[config.mk]
export PLATFORM = sky130hd
export DESIGN_NAME = bis_div
export DESIGN_NICKNAME = d
export VERILOG_FILES = /design/src/rtl/bis_pkg.sv /design/src/rtl/bis_div.sv
export SDC_FILE = /design/constraint.sdc
export NUM_CORES = 1
export LEC_CHECK = 0
export ABC_AREA = 1
export BUFFER_PORTS_ARGS = -buffer_cell sky130_fd_sc_hd__buf_2
export CORE_ASPECT_RATIO = 0.75
export CORE_MARGIN = 2
export CORE_UTILIZATION = 50
export DETAILED_ROUTE_END_ITERATION = 16
export PLACE_DENSITY = 0.66
export SYNTH_ARGS = -nofsm -noshare
export SYNTH_HDL_FRONTEND = slang
export SYNTH_SLANG_ARGS = --single-unit
export TNS_END_PERCENT = 10
[constraint.sdc]
create_clock -name clk -period 20.7 [get_ports clk]
set_input_delay 4.14 -clock clk [delete_from_list [all_inputs] [get_ports clk]]
set_output_delay 4.14 -clock clk [all_outputs]
set_load 0.02 [all_outputs]
[src/rtl/bis_pkg.sv]
// Shared types, constants and helper functions of the bilinear image scaler.
package bis_pkg;

  localparam int PIX_W            = 32;
  localparam int CH_W             = 8;
  localparam int CHANNELS         = PIX_W / CH_W;
  localparam int DIM_W            = 13;
  localparam int COORD_W          = 12;
  localparam int SADDR_W          = 16;
  localparam int FRAC_W           = 8;
  localparam int FIX_W            = COORD_W + FRAC_W;
  localparam int NUM_W            = 32;
  localparam int PROD_W           = 25;
  localparam int ROWBASE_W        = 25;
  localparam int DIV_STEPS        = 4;
  localparam int DIV_STAGES       = FIX_W / DIV_STEPS;
  localparam int WEIGHT_W         = FRAC_W + 1;
  localparam int HSUM_W           = 16;
  localparam int VSUM_W           = 24;
  localparam int RND_W            = 25;
  localparam int RND_SHIFT        = 16;
  localparam int CFG_IDX_W        = 2;
  localparam int STORE_PIXELS_DEF = 65536;

  localparam logic [DIM_W-1:0]    MAX_DIM    = 13'd4096;
  localparam logic [DIM_W-1:0]    SIZE_RESET = 13'd256;
  localparam logic [FIX_W-1:0]    HALF_PIXEL = 20'd128;
  localparam logic [WEIGHT_W-1:0] WEIGHT_ONE = 9'd256;
  localparam logic [RND_W-1:0]    ROUND_HALF = 25'd32768;

  localparam logic OP_WRITE   = 1'b0;
  localparam logic OP_REQUEST = 1'b1;

  localparam logic [CFG_IDX_W-1:0] REG_SRC_WIDTH  = 2'd0;
  localparam logic [CFG_IDX_W-1:0] REG_SRC_HEIGHT = 2'd1;
  localparam logic [CFG_IDX_W-1:0] REG_DST_WIDTH  = 2'd2;
  localparam logic [CFG_IDX_W-1:0] REG_DST_HEIGHT = 2'd3;

  typedef enum logic [1:0] {
    PH_P00,
    PH_P01,
    PH_P10,
    PH_P11
  } phase_t;

  typedef struct packed {
    logic               op;
    logic               bad;
    logic [SADDR_W-1:0] addr;
    logic [PIX_W-1:0]   pixel;
  } tag_t;

  typedef struct packed {
    logic [COORD_W-1:0] near_idx;
    logic [COORD_W-1:0] far_idx;
    logic [FRAC_W-1:0]  frac;
  } axis_t;

  function automatic logic [DIM_W-1:0] eff_size(input logic [DIM_W-1:0] v);
    logic [DIM_W-1:0] r;
    if (v == '0) begin
      r = 13'd1;
    end else if (v > MAX_DIM) begin
      r = MAX_DIM;
    end else begin
      r = v;
    end
    return r;
  endfunction

  function automatic axis_t map_axis(input logic [FIX_W-1:0] q, input logic [DIM_W-1:0] src);
    logic [FIX_W-1:0] pos;
    logic [FIX_W-1:0] top;
    axis_t            a;
    pos = (q < HALF_PIXEL) ? '0 : q - HALF_PIXEL;
    top = {COORD_W'(src - 13'd1), {FRAC_W{1'b0}}};
    if (pos > top) begin
      pos = top;
    end
    a.near_idx = pos[FIX_W-1:FRAC_W];
    a.frac     = pos[FRAC_W-1:0];
    a.far_idx  = a.near_idx + ((({1'b0, a.near_idx} + 13'd1) < src) ? 12'd1 : 12'd0);
    return a;
  endfunction

endpackage

[src/rtl/bis_div.sv]
// Pipelined restoring divider: four quotient bits per stage, one division per cycle while en is high.
module bis_div (
  input  logic                       clk,
  input  logic                       en,
  input  logic [bis_pkg::NUM_W-1:0]  num,
  input  logic [bis_pkg::DIM_W-1:0]  den,
  output logic [bis_pkg::FIX_W-1:0]  quo
);

  localparam int STAGES = bis_pkg::DIV_STAGES;
  localparam int STEPS  = bis_pkg::DIV_STEPS;
  localparam int RW     = bis_pkg::DIM_W;
  localparam int QW     = bis_pkg::FIX_W;
  localparam int NW     = bis_pkg::NUM_W;

  logic [RW-1:0] rem_in  [STAGES];
  logic [QW-1:0] nq_in   [STAGES];
  logic [RW-1:0] rem_nxt [STAGES];
  logic [QW-1:0] nq_nxt  [STAGES];
  logic [RW-1:0] rem_r   [STAGES];
  logic [QW-1:0] nq_r    [STAGES];

  assign rem_in[0] = RW'(num[NW-1:QW]);
  assign nq_in[0]  = num[QW-1:0];

  for (genvar s = 1; s < STAGES; s++) begin : g_link
    assign rem_in[s] = rem_r[s-1];
    assign nq_in[s]  = nq_r[s-1];
  end

  always_comb begin
    logic [RW:0]   t;
    logic [RW-1:0] r;
    logic [QW-1:0] q;
    for (int s = 0; s < STAGES; s++) begin
      r = rem_in[s];
      q = nq_in[s];
      for (int k = 0; k < STEPS; k++) begin
        t = {r, q[QW-1]};
        q = {q[QW-2:0], 1'b0};
        if (t >= {1'b0, den}) begin
          t    = t - {1'b0, den};
          q[0] = 1'b1;
        end
        r = t[RW-1:0];
      end
      rem_nxt[s] = r;
      nq_nxt[s]  = q;
    end
  end

  always_ff @(posedge clk) begin
    if (en) begin
      for (int s = 0; s < STAGES; s++) begin
        rem_r[s] <= rem_nxt[s];
        nq_r[s]  <= nq_nxt[s];
      end
    end
  end

  assign quo = nq_r[STAGES-1];

endmodule

# After elaboration in Yosys (flattened, before gate mapping)
# Memory sizes are Yosys's and may differ from the RTL's.
# Cells that the tools add are included.
# word_totals
reg_bits,0
ramBits,165
inputBits,47
output_inout_bits,20
word_cells,84
n_memories,2
# memory_table
name,depth,width,read_ports,rd_clocked_by_memory_dff,wr,line,text
nq_r,5,20,5,0,5,bis_div.sv:21,logic [QW-1:0] nq_r [STAGES];
rem_r,5,13,4,0,5,bis_div.sv:20,logic [RW-1:0] rem_r [STAGES];
# op_classes
add_sub_neg,20
order_cmp,20
n_mux,42
# op_table
op,count
$ge A14 B13 Y1,19
$mux W13,20
$sub A13 B13 Y13,20
$mux W1,22
$ge A13 B13 Y1,1

# Depth between registers and ports, before layout
# Gate-level depths: netlist of the first run.
# An unclocked memory read counts as a cell.
# depth
ltp_word,9
depth_mapped,60
depth_no_buf,55

# Least setup slack after synthesis of the first run
# No wires, ideal clock.
# synth_timing
path_type,in2reg
startpoint,input port den[1] in the netlist's numbering
endpoint,memory rem_r[0][10] in the netlist's numbering (data pin)
setup_ns,0.252
arrival_ns,10.928
t_required_ns,20.448
path_slack_ns,9.519
path_stages,48
path_buffers,4
cell_sequence,inv_1 ha_1 nand2_1 nor2_2 nand2_1 nand3_2 nand3_4 nand3_4 inv_2 or2_0 o21ai_0 inv_1 fa_1 o21ai_1 nand2_1 nand3_1 nand2_1 and2_1 [12 not listed] a21oi_1 nand3_4 inv_4 buf_12 buf_12 nand2_2 o21ai_2 ha_1 a21o_1 nor2_1 o21ai_0 a21boi_0 o211ai_1 a21oi_1 nand3_2 buf_6 nand2_1 nand2_1
# synth_rtl
element,line,text
from (decl),bis_div.sv:6,"input logic [bis_pkg::DIM_W-1:0] den,"
to (decl),bis_div.sv:20,

==> results.sh, run 1 <==
export IMPL_finalSetupTns_ns=0
export IMPL_cts_setup_buffers=0
export IMPL_fp_row_count=63
export IMPL_grt_overflow=0
export IMPL_final_cell_mix="nand2_1 (877), inv_1 (335), ha_1 (260)"
export IMPL_critPathMaxFanout=21
export IMPL_io_pins=67
export IMPL_place_detailed_hpwl_um=45000
export IMPL_critical_path_slowest_cell="nor2_2"
export IMPL_syn_inst=2839
export IMPL_num_nets_final=3231
export IMPL_wl_per_cell_um=17.0
export IMPL_numPortBuffers=66
export IMPL_cp_end_kind="flip-flop"
export IMPL_gp_congestion=0.960
export IMPL_min_period_over_period=0.645
export IMPL_core_mm2=0.0396
export IMPL_met1_usage=0.396
export IMPL_worst_pin_slew_ns=0.942
export IMPL_relSlewSlack=0.372
export IMPL_numClockSinks=152
export IMPL_grt_max_degree=87
export IMPL_syn_area_per_cell_um2=7.11
export IMPL_synth_async_reset_ratio=0
export IMPL_synth_edf_count=152
export IMPL_synthesis_area_mm2=0.0202
export IMPL_grt_pass1_vias=17400
export IMPL_setup_viol=0
export IMPL_die_h_um=178
export IMPL_fin_util=0.544
export IMPL_layout_commonest_cell="nand2_1"
export IMPL_drive_gt1_frac=0.0833
export IMPL_cts_made_buffers=17
export IMPL_track_usage=0.279
export IMPL_area_growth_pct=6.77
export IMPL_die_w_um=236
export IMPL_fin_worst_skew_ns=0.0101
export IMPL_drc_errors=0
export IMPL_clockBufferDepth=2
export IMPL_ys_seq_area_frac=0.226
export IMPL_dieArea_mm2=0.0420
export IMPL_gr_usage_met3=0.0452
export IMPL_rsz0062_at_grt="no"
export IMPL_vias=19000
export IMPL_ant_nets=0
export IMPL_post_cts_resized_instances=0
export IMPL_cts_tree="yes"
export IMPL_clk_pin_slew_ns=0.07
export IMPL_drv_slew=0
export IMPL_yosys_register_bits=152
export IMPL_synth_nets=3165
export IMPL_yosysWarnings=0
export IMPL_crit_arrival_ns=13.55
export IMPL_dr_first_iter_drc_count=1514
export IMPL_ys_flop_type="edfxtp_1"
export IMPL_crit_required_ns=20.90
export IMPL_grt_busiest_layer="met2"
export IMPL_worst_path_most_repeated_cell="nand2_1"
export IMPL_initial_core_util=0.509
export IMPL_crit_path_start_kind="primary input"
export IMPL_status="completed"
export IMPL_wirelength_um=58300
export IMPL_gr_usage_met2=0.432
export IMPL_antenna_found_initial=3
export IMPL_hold_viol_final=0
export IMPL_first_pass_iters=5
export IMPL_root_buffer="clkbuf_16"
export IMPL_hp_class="flip-flop to flip-flop"
export IMPL_grt_pass1_wl_um=91800
export IMPL_ys_types=56
export IMPL_cts_hold_buf=0
export IMPL_max_cap_viol_count=0
export IMPL_finalCriticalPeriod_ns=13.35
export IMPL_worstSetupPathType="primary input to flip-flop"
export IMPL_routed_via_density=5.52
export IMPL_fmax_mhz=74.9
export IMPL_insertion_delay_ns=0.47
export IMPL_critical_path_max_stage_delay_ns=0.62
export IMPL_h_tree_depth=4
layout make-up:
cell class                 instances  area, um2
sequential                       152       4560
clock buffer                      18        429
inverter                         351       1330
tap                              520        651
clock inverter                    12        105
antenna                            2       5.00
multi-input combinational       2297      14000
fill                            3808      18100
timing repair buffer              86        487
registers in the layout (all words and copies together) (netlist names):
name	cells
nq_r	100
rem_r	52
worst max-delay path: cells and delay by family:
family,cells,cell delay (ns)
AO/OA/AOI/OAI,11,2.49
AND/OR/NAND/NOR,25,3.74
buffers and inverters,9,1.70
adder cells (fa/ha/maj),4,1.45
worst paths after layout:
kind	from	to	slack (ns)	cells past startpoint
worst max-delay path	den[12]	rem_r[0][32]	7.35	49
worst max register to register	rem_r[0][24]	rem_r[0][32]	11.51	46
worst min register to register	nq_r[0][69]	nq_r[0][93]	0.42	0
worst min-delay path	nq_r[0][69]	nq_r[0][93]	0.42	0
through the flow:
stage          area (um2)  hold WS (ns)  setup WS (ns)  cells
6_report            21600         0.417           7.35   3438
5_1_grt             21600         0.424           6.48   3438
4_1_cts             21600         0.415           7.51   3436
3_5_place_dp        21000         0.405           7.03   3406
3_3_place_gp        21000         0.400           7.02   3406
2_1_floorplan       20200         0.400           9.52   2839
cells in the mapped netlist, types with 5 or more instances:
master / count / share of area
nand2_1: 877 / 0.16
nor3_1: 25 / 0.0062
o21ai_1: 35 / 0.0087
o21bai_1: 18 / 0.0067
a21o_1: 20 / 0.0074
clkbuf_1: 5 / 0.00093
and2_1: 6 / 0.0019
nand3b_1: 18 / 0.0067
nand4_1: 66 / 0.020
fa_1: 19 / 0.019
nand3_4: 10 / 0.0087
buf_2: 11 / 0.0027
nor2_1: 162 / 0.030
ha_1: 260 / 0.16
buf_6: 10 / 0.0056
o211ai_1: 6 / 0.0022
xnor2_1: 79 / 0.034
or2_2: 5 / 0.0015
nand3_1: 133 / 0.033
inv_1: 335 / 0.062
a21boi_0: 15 / 0.0056
a21oi_2: 9 / 0.0039
nand2_2: 27 / 0.0084
nor2_2: 8 / 0.0025
o21ai_2: 26 / 0.011
o21ai_0: 123 / 0.030
xor2_1: 104 / 0.045
a31oi_1: 18 / 0.0056
edfxtp_1: 152 / 0.23
a21oi_1: 174 / 0.043
buf_4: 7 / 0.0026
o2111ai_1: 6 / 0.0026
inv_2: 12 / 0.0022
nand3_2: 14 / 0.0069
logic make-up (layout without fill, tap and decap cells):
| group | after synthesis | after routing | synth area share |
|---|---|---|---|
| XOR/XNOR | 183 | 183 | 0.0794 |
| other | 0 | 2 | 0 |
| flip-flops | 152 | 152 | 0.226 |
| AND/OR/NAND/NOR | 1362 | 1362 | 0.295 |
| adder cells (fa/ha/maj) | 279 | 279 | 0.180 |
| AO/OA/AOI/OAI | 473 | 473 | 0.139 |
| buffers and inverters | 390 | 467 | 0.0810 |
layer usage:
metal	vias to the layer above	wire length, um
li1	9674	-
met1	8678	28400
met2	534	24800
met3	90	3600
met4	0	1490
met5	-	0
Power of run 1 is not shown: default switching activity piles up to over one toggle a cycle in this logic, so the estimate is an artifact.
==> run 2: changes to the inputs <==
Settings changed: PLACE_DENSITY 0.66 to 0.69.
Clock period 20.7 ns to 11.92 ns, I/O delays scaled along.
==> run 2 against run 1 <==
Final area grew 0.92%. First-iteration DRC count grew 11%. Utilization grew 0.50 points. Clock skew grew 0.0051 ns. Wire length grew 3.7%. Worst setup slack lost 6.5 ns. Sequential share of layout area shrank 0.19 points. Critical path type unchanged.
==> results.sh, run 2 (synthesized netlist as in run 1, its figures left out) <==
export IMPL_antenna_found_initial=0
export IMPL_post_cts_resized_instances=0
export IMPL_hold_viol_final=0
export IMPL_place_area_mm2=0.0212
export IMPL_preCtsSetupSlack_ns=0.541
export IMPL_dr_first_iter_drc_count=1675
export IMPL_numClockSinks=152
export IMPL_numPortBuffers=66
export IMPL_core_mm2=0.0396
export IMPL_place_detailed_hpwl_um=47700
export IMPL_die_h_um=178
export IMPL_grt_overflow=0
export IMPL_critical_path_slowest_cell="inv_1"
export IMPL_setup_viol=0
export IMPL_reg_top3="nq_r (100), rem_r (52)"
export IMPL_crit_arrival_ns=11.43
export IMPL_cp_end_kind="flip-flop"
export IMPL_num_nets_final=3250
export IMPL_design_area_mm2=0.0218
export IMPL_diodes=0
export IMPL_worst_pin_slew_ns=0.910
export IMPL_dieArea_mm2=0.0420
export IMPL_first_pass_iters=6
export IMPL_n_fill_cell=3856
export IMPL_drc_errors=0
export IMPL_layout_commonest_cell="nand2_1"
export IMPL_multiInputGateArea_mm2=0.0140
export IMPL_area_growth_pct=7.76
export IMPL_grt_pass1_wl_um=95400
export IMPL_grt_max_degree=85
export IMPL_initial_core_util=0.509
export IMPL_cts_hold_buf=0
export IMPL_setup_slack_ns=0.813
export IMPL_relSlewSlack=0.393
export IMPL_critPathMaxFanout=18
export IMPL_regArea_mm2=0.00456
export IMPL_crit_path_start_kind="primary input"
export IMPL_wirelength_um=60500
export IMPL_cp_startpoint="den[1]"
export IMPL_status="completed"
export IMPL_insertion_delay_ns=0.47
export IMPL_drv_slew=0
export IMPL_critical_path_max_stage_delay_ns=0.63
export IMPL_gp_congestion=0.992
export IMPL_fp_row_count=63
export IMPL_hp_start="nq_r[0][40]"
export IMPL_min_period_over_period=0.932
export IMPL_clockBufferDepth=2
export IMPL_hp_class="flip-flop to flip-flop"
export IMPL_ant_nets=0
export IMPL_io_pins=67
export IMPL_drive_gt1_frac=0.0889
export IMPL_h_tree_depth=4
export IMPL_rsz0062_at_grt="no"
export IMPL_vias=19300
export IMPL_finalCriticalPeriod_ns=11.11
export IMPL_cts_made_buffers=17
export IMPL_fmax_mhz=90.0
export IMPL_wl_per_cell_um=17.5
export IMPL_track_usage=0.290
export IMPL_regMostFlops="nq_r"
export IMPL_cts_setup_buffers=0
export IMPL_fin_util=0.549
export IMPL_cts_tree="yes"
export IMPL_clk_pin_slew_ns=0.06
export IMPL_die_w_um=236
export IMPL_reg2reg_from="nq_r[0][59]"
export IMPL_fin_worst_skew_ns=0.0151
export IMPL_largest_reg_flops=100
export IMPL_max_cap_viol_count=0
export IMPL_final_cell_mix="nand2_1 (877), inv_1 (335), ha_1 (260)"
export IMPL_worst_path_most_repeated_cell="nand2_1"
export IMPL_grt_pass1_vias=17900
export IMPL_routed_via_density=5.57
export IMPL_finalSetupTns_ns=0
export IMPL_root_buffer="clkbuf_16"
export IMPL_worstSetupPathType="primary input to flip-flop"
export IMPL_crit_required_ns=12.25
## run 2: cell types whose count changed in the layout (fill, tap and decap cells not counted), moves of 2 or more
cell	previous run	this run
buf_4	20	38
clkinv_1	0	3
clkinvlp_4	5	2
bufinv_16	1	3
diode_2	2	0
## run 2: final timing paths
kind,slack [ns],endpoint,cells after the start
setup reg to reg,3.08,rem_r[0][51],49
setup / recovery,0.81,rem_r[0][51],48
hold / removal,0.42,nq_r[0][64],0
hold reg to reg,0.42,nq_r[0][64],0
## run 2: critical path: cells and delay by family
kind	cells	cell delay, ns
adders and majority gates	4	1.47
and+or+nand+nor	23	3.00
AOI/OAI and AO/OA	12	2.70
buffers and inverters	9	1.87
## run 2: final cells by class
| class | instances | area share |
|---|---|---|
| tap | 520 | 0.0299 |
| multi-input combinational | 2297 | 0.643 |
| sequential | 152 | 0.210 |
| clock inverter | 14 | 0.00724 |
| timing repair buffer | 105 | 0.0295 |
| clock buffer | 17 | 0.0195 |
| inverter | 351 | 0.0609 |
## run 2: per-stage QoR
step / instances / hold WS, ns
2_1_floorplan: 2839 / 0.400
3_3_place_gp: 3425 / 0.401
3_5_place_dp: 3425 / 0.405
4_1_cts: 3456 / 0.415
5_1_grt: 3456 / 0.420
6_report: 3456 / 0.417
## run 2: layer usage
layer | track usage | part of all wire
met1 | 0.416 | 0.48
met2 | 0.441 | 0.42
met3 | 0.0566 | 0.080
met4 | 0.0876 | 0.023
met5 | 0 | 0
Power of run 2 is left out for the same reason.
==> run 3: changes to the inputs <==
Settings changed: RECOVER_POWER from default to 100.
==> run 3 against run 2 <==
The run now ends with capacitance limit, slew limit left. Utilization shrank 0.21 points. Non-clock buffer count is the same. Register-to-register slack lost 0.12 ns. Worst setup slack lost 0.024 ns. Clock skew shrank 0.0020 ns. Wire length is essentially flat. Sequential share of layout area grew 0.080 points. Count of clock-buffer cells in the layout is the same. Critical path depth shrank 2. Cell count is the same. Maximum frequency shrank 0.21%. First-iteration DRC count grew 3.4%. Critical path type unchanged.
==> results.sh, run 3 (synthesized netlist as in run 1, its figures left out) <==
export IMPL_first_pass_iters=6
export IMPL_drv_slew=155
export IMPL_reg_top3="nq_r (100), rem_r (52)"
export IMPL_grt_overflow=0
export IMPL_fp_row_count=63
export IMPL_numClockSinks=152
export IMPL_dieArea_mm2=0.0420
export IMPL_track_usage=0.290
export IMPL_area_growth_pct=7.35
export IMPL_vias=19300
export IMPL_violations="capacitance limit, slew limit"
export IMPL_min_path_cells=0
export IMPL_post_cts_resized_instances=0
export IMPL_worstSetupPathType="primary input to flip-flop"
export IMPL_crit_arrival_ns=11.34
export IMPL_crit_path_start_kind="primary input"
export IMPL_root_buffer="clkbuf_16"
export IMPL_route_met2_wl_um=25200
export IMPL_drc_errors=0
export IMPL_clk_pin_slew_ns=0.07
export IMPL_reg2regPathDepth=48
export IMPL_min_period_over_period=0.934
export IMPL_hp_class="flip-flop to flip-flop"
export IMPL_grt_max_degree=85
export IMPL_setup_slack_ns=0.789
export IMPL_worst_pin_slew_ns=5.08
export IMPL_critPathMaxFanout=22
export IMPL_num_nets_final=3250
export IMPL_cp_startpoint="den[1]"
export IMPL_largest_reg_flops=100
export IMPL_cts_tree="yes"
export IMPL_cts_made_buffers=17
export IMPL_crit_buf_inv=6
export IMPL_place_detailed_hpwl_um=47700
export IMPL_critPathTopFamily="simple AND/OR/NAND/NOR gates"
export IMPL_r2r_end="rem_r[0][32]"
export IMPL_wirelength_um=60400
export IMPL_initial_core_util=0.509
export IMPL_finalSetupTns_ns=0
export IMPL_dr_wl_met3_um=4790
export IMPL_cts_setup_buffers=0
export IMPL_antenna_found_initial=0
export IMPL_grt_pass1_vias=17900
export IMPL_finalCriticalPeriod_ns=11.13
export IMPL_reg2reg_from="nq_r[0][39]"
export IMPL_numPortBuffers=66
export IMPL_gp_congestion=0.992
export IMPL_top_layer_used="met4"
export IMPL_die_w_um=236
export IMPL_dr_first_iter_drc_count=1732
export IMPL_regMostFlops="nq_r"
export IMPL_crit_required_ns=12.13
export IMPL_critical_path_max_stage_delay_ns=0.63
export IMPL_wl_per_cell_um=17.5
export IMPL_clockBufferDepth=2
export IMPL_fmax_mhz=89.8
export IMPL_preCtsSetupSlack_ns=0.541
export IMPL_rsz0062_at_grt="no"
export IMPL_hold_viol_final=0
export IMPL_cp_end_kind="flip-flop"
export IMPL_die_h_um=178
export IMPL_diodes=0
export IMPL_layout_commonest_cell="nand2_1"
export IMPL_relSlewSlack=-2.39
export IMPL_insertion_delay_ns=0.47
export IMPL_drt_met1_wl_um=28900
export IMPL_core_mm2=0.0396
export IMPL_ant_nets=0
export IMPL_hp_start="nq_r[0][55]"
export IMPL_path_depth=46
export IMPL_cts_hold_buf=0
export IMPL_routed_via_density=5.58
export IMPL_io_pins=67
export IMPL_critical_path_slowest_cell="inv_1"
export IMPL_setup_viol=0
export IMPL_drive_gt1_frac=0.0777
export IMPL_worst_path_most_repeated_cell="nand2_1"
export IMPL_h_tree_depth=4
export IMPL_grt_pass1_wl_um=95400
export IMPL_rrSetupSlack_ns=2.96
export IMPL_final_cell_mix="nand2_1 (878), inv_1 (336), ha_1 (260)"
export IMPL_status="finished, violations left"
export IMPL_min_to="nq_r[0][79]"
export IMPL_fin_worst_skew_ns=0.0131
export IMPL_max_cap_viol_count=2
==> run 3: cell types whose count changed in the layout (fill, tap and decap cells not counted), sizes merged <==
cell    before  now
buf        105   81
clkbuf      17   41
==> run 3: area by class of cell <==
type	count	area [um2]
fill	3878	18000
multi-input combinational	2297	14000
sequential	152	4560
inverter	351	1330
tap	520	651
timing repair buffer	105	598
clock buffer	17	425
clock inverter	14	158
==> run 3: worst max path at each step <==
stage / to / slack, ns
final: rem_r[0][7] / 0.79
after floorplan: rem_r[0][10] / 2.50
after global routing: rem_r[0][32] / 0.03
after detailed placement: rem_r[0][51] / 0.54
after global placement: rem_r[0][46] / 0.67
after CTS: rem_r[0][51] / 1.05
==> run 3: per-stage QoR <==
step	util	hold WS [ns]	area [um2]	std cells
6_report	0.547	0.416	21700	3456
5_1_grt	0.547	0.420	21700	3456
4_1_cts	0.549	0.415	21800	3456
3_5_place_dp	0.534	0.405	21200	3425
3_3_place_gp	0.534	0.401	21200	3425
2_1_floorplan	-	0.400	20200	2839
==> run 3: routing by layer <==
metal,track usage,vias to the layer above
met4,0.0876,0
li1,-,9694
met3,0.0566,93
met2,0.441,695
met1,0.416,8817
met5,0,-
Power of run 3 is left out for the same reason.
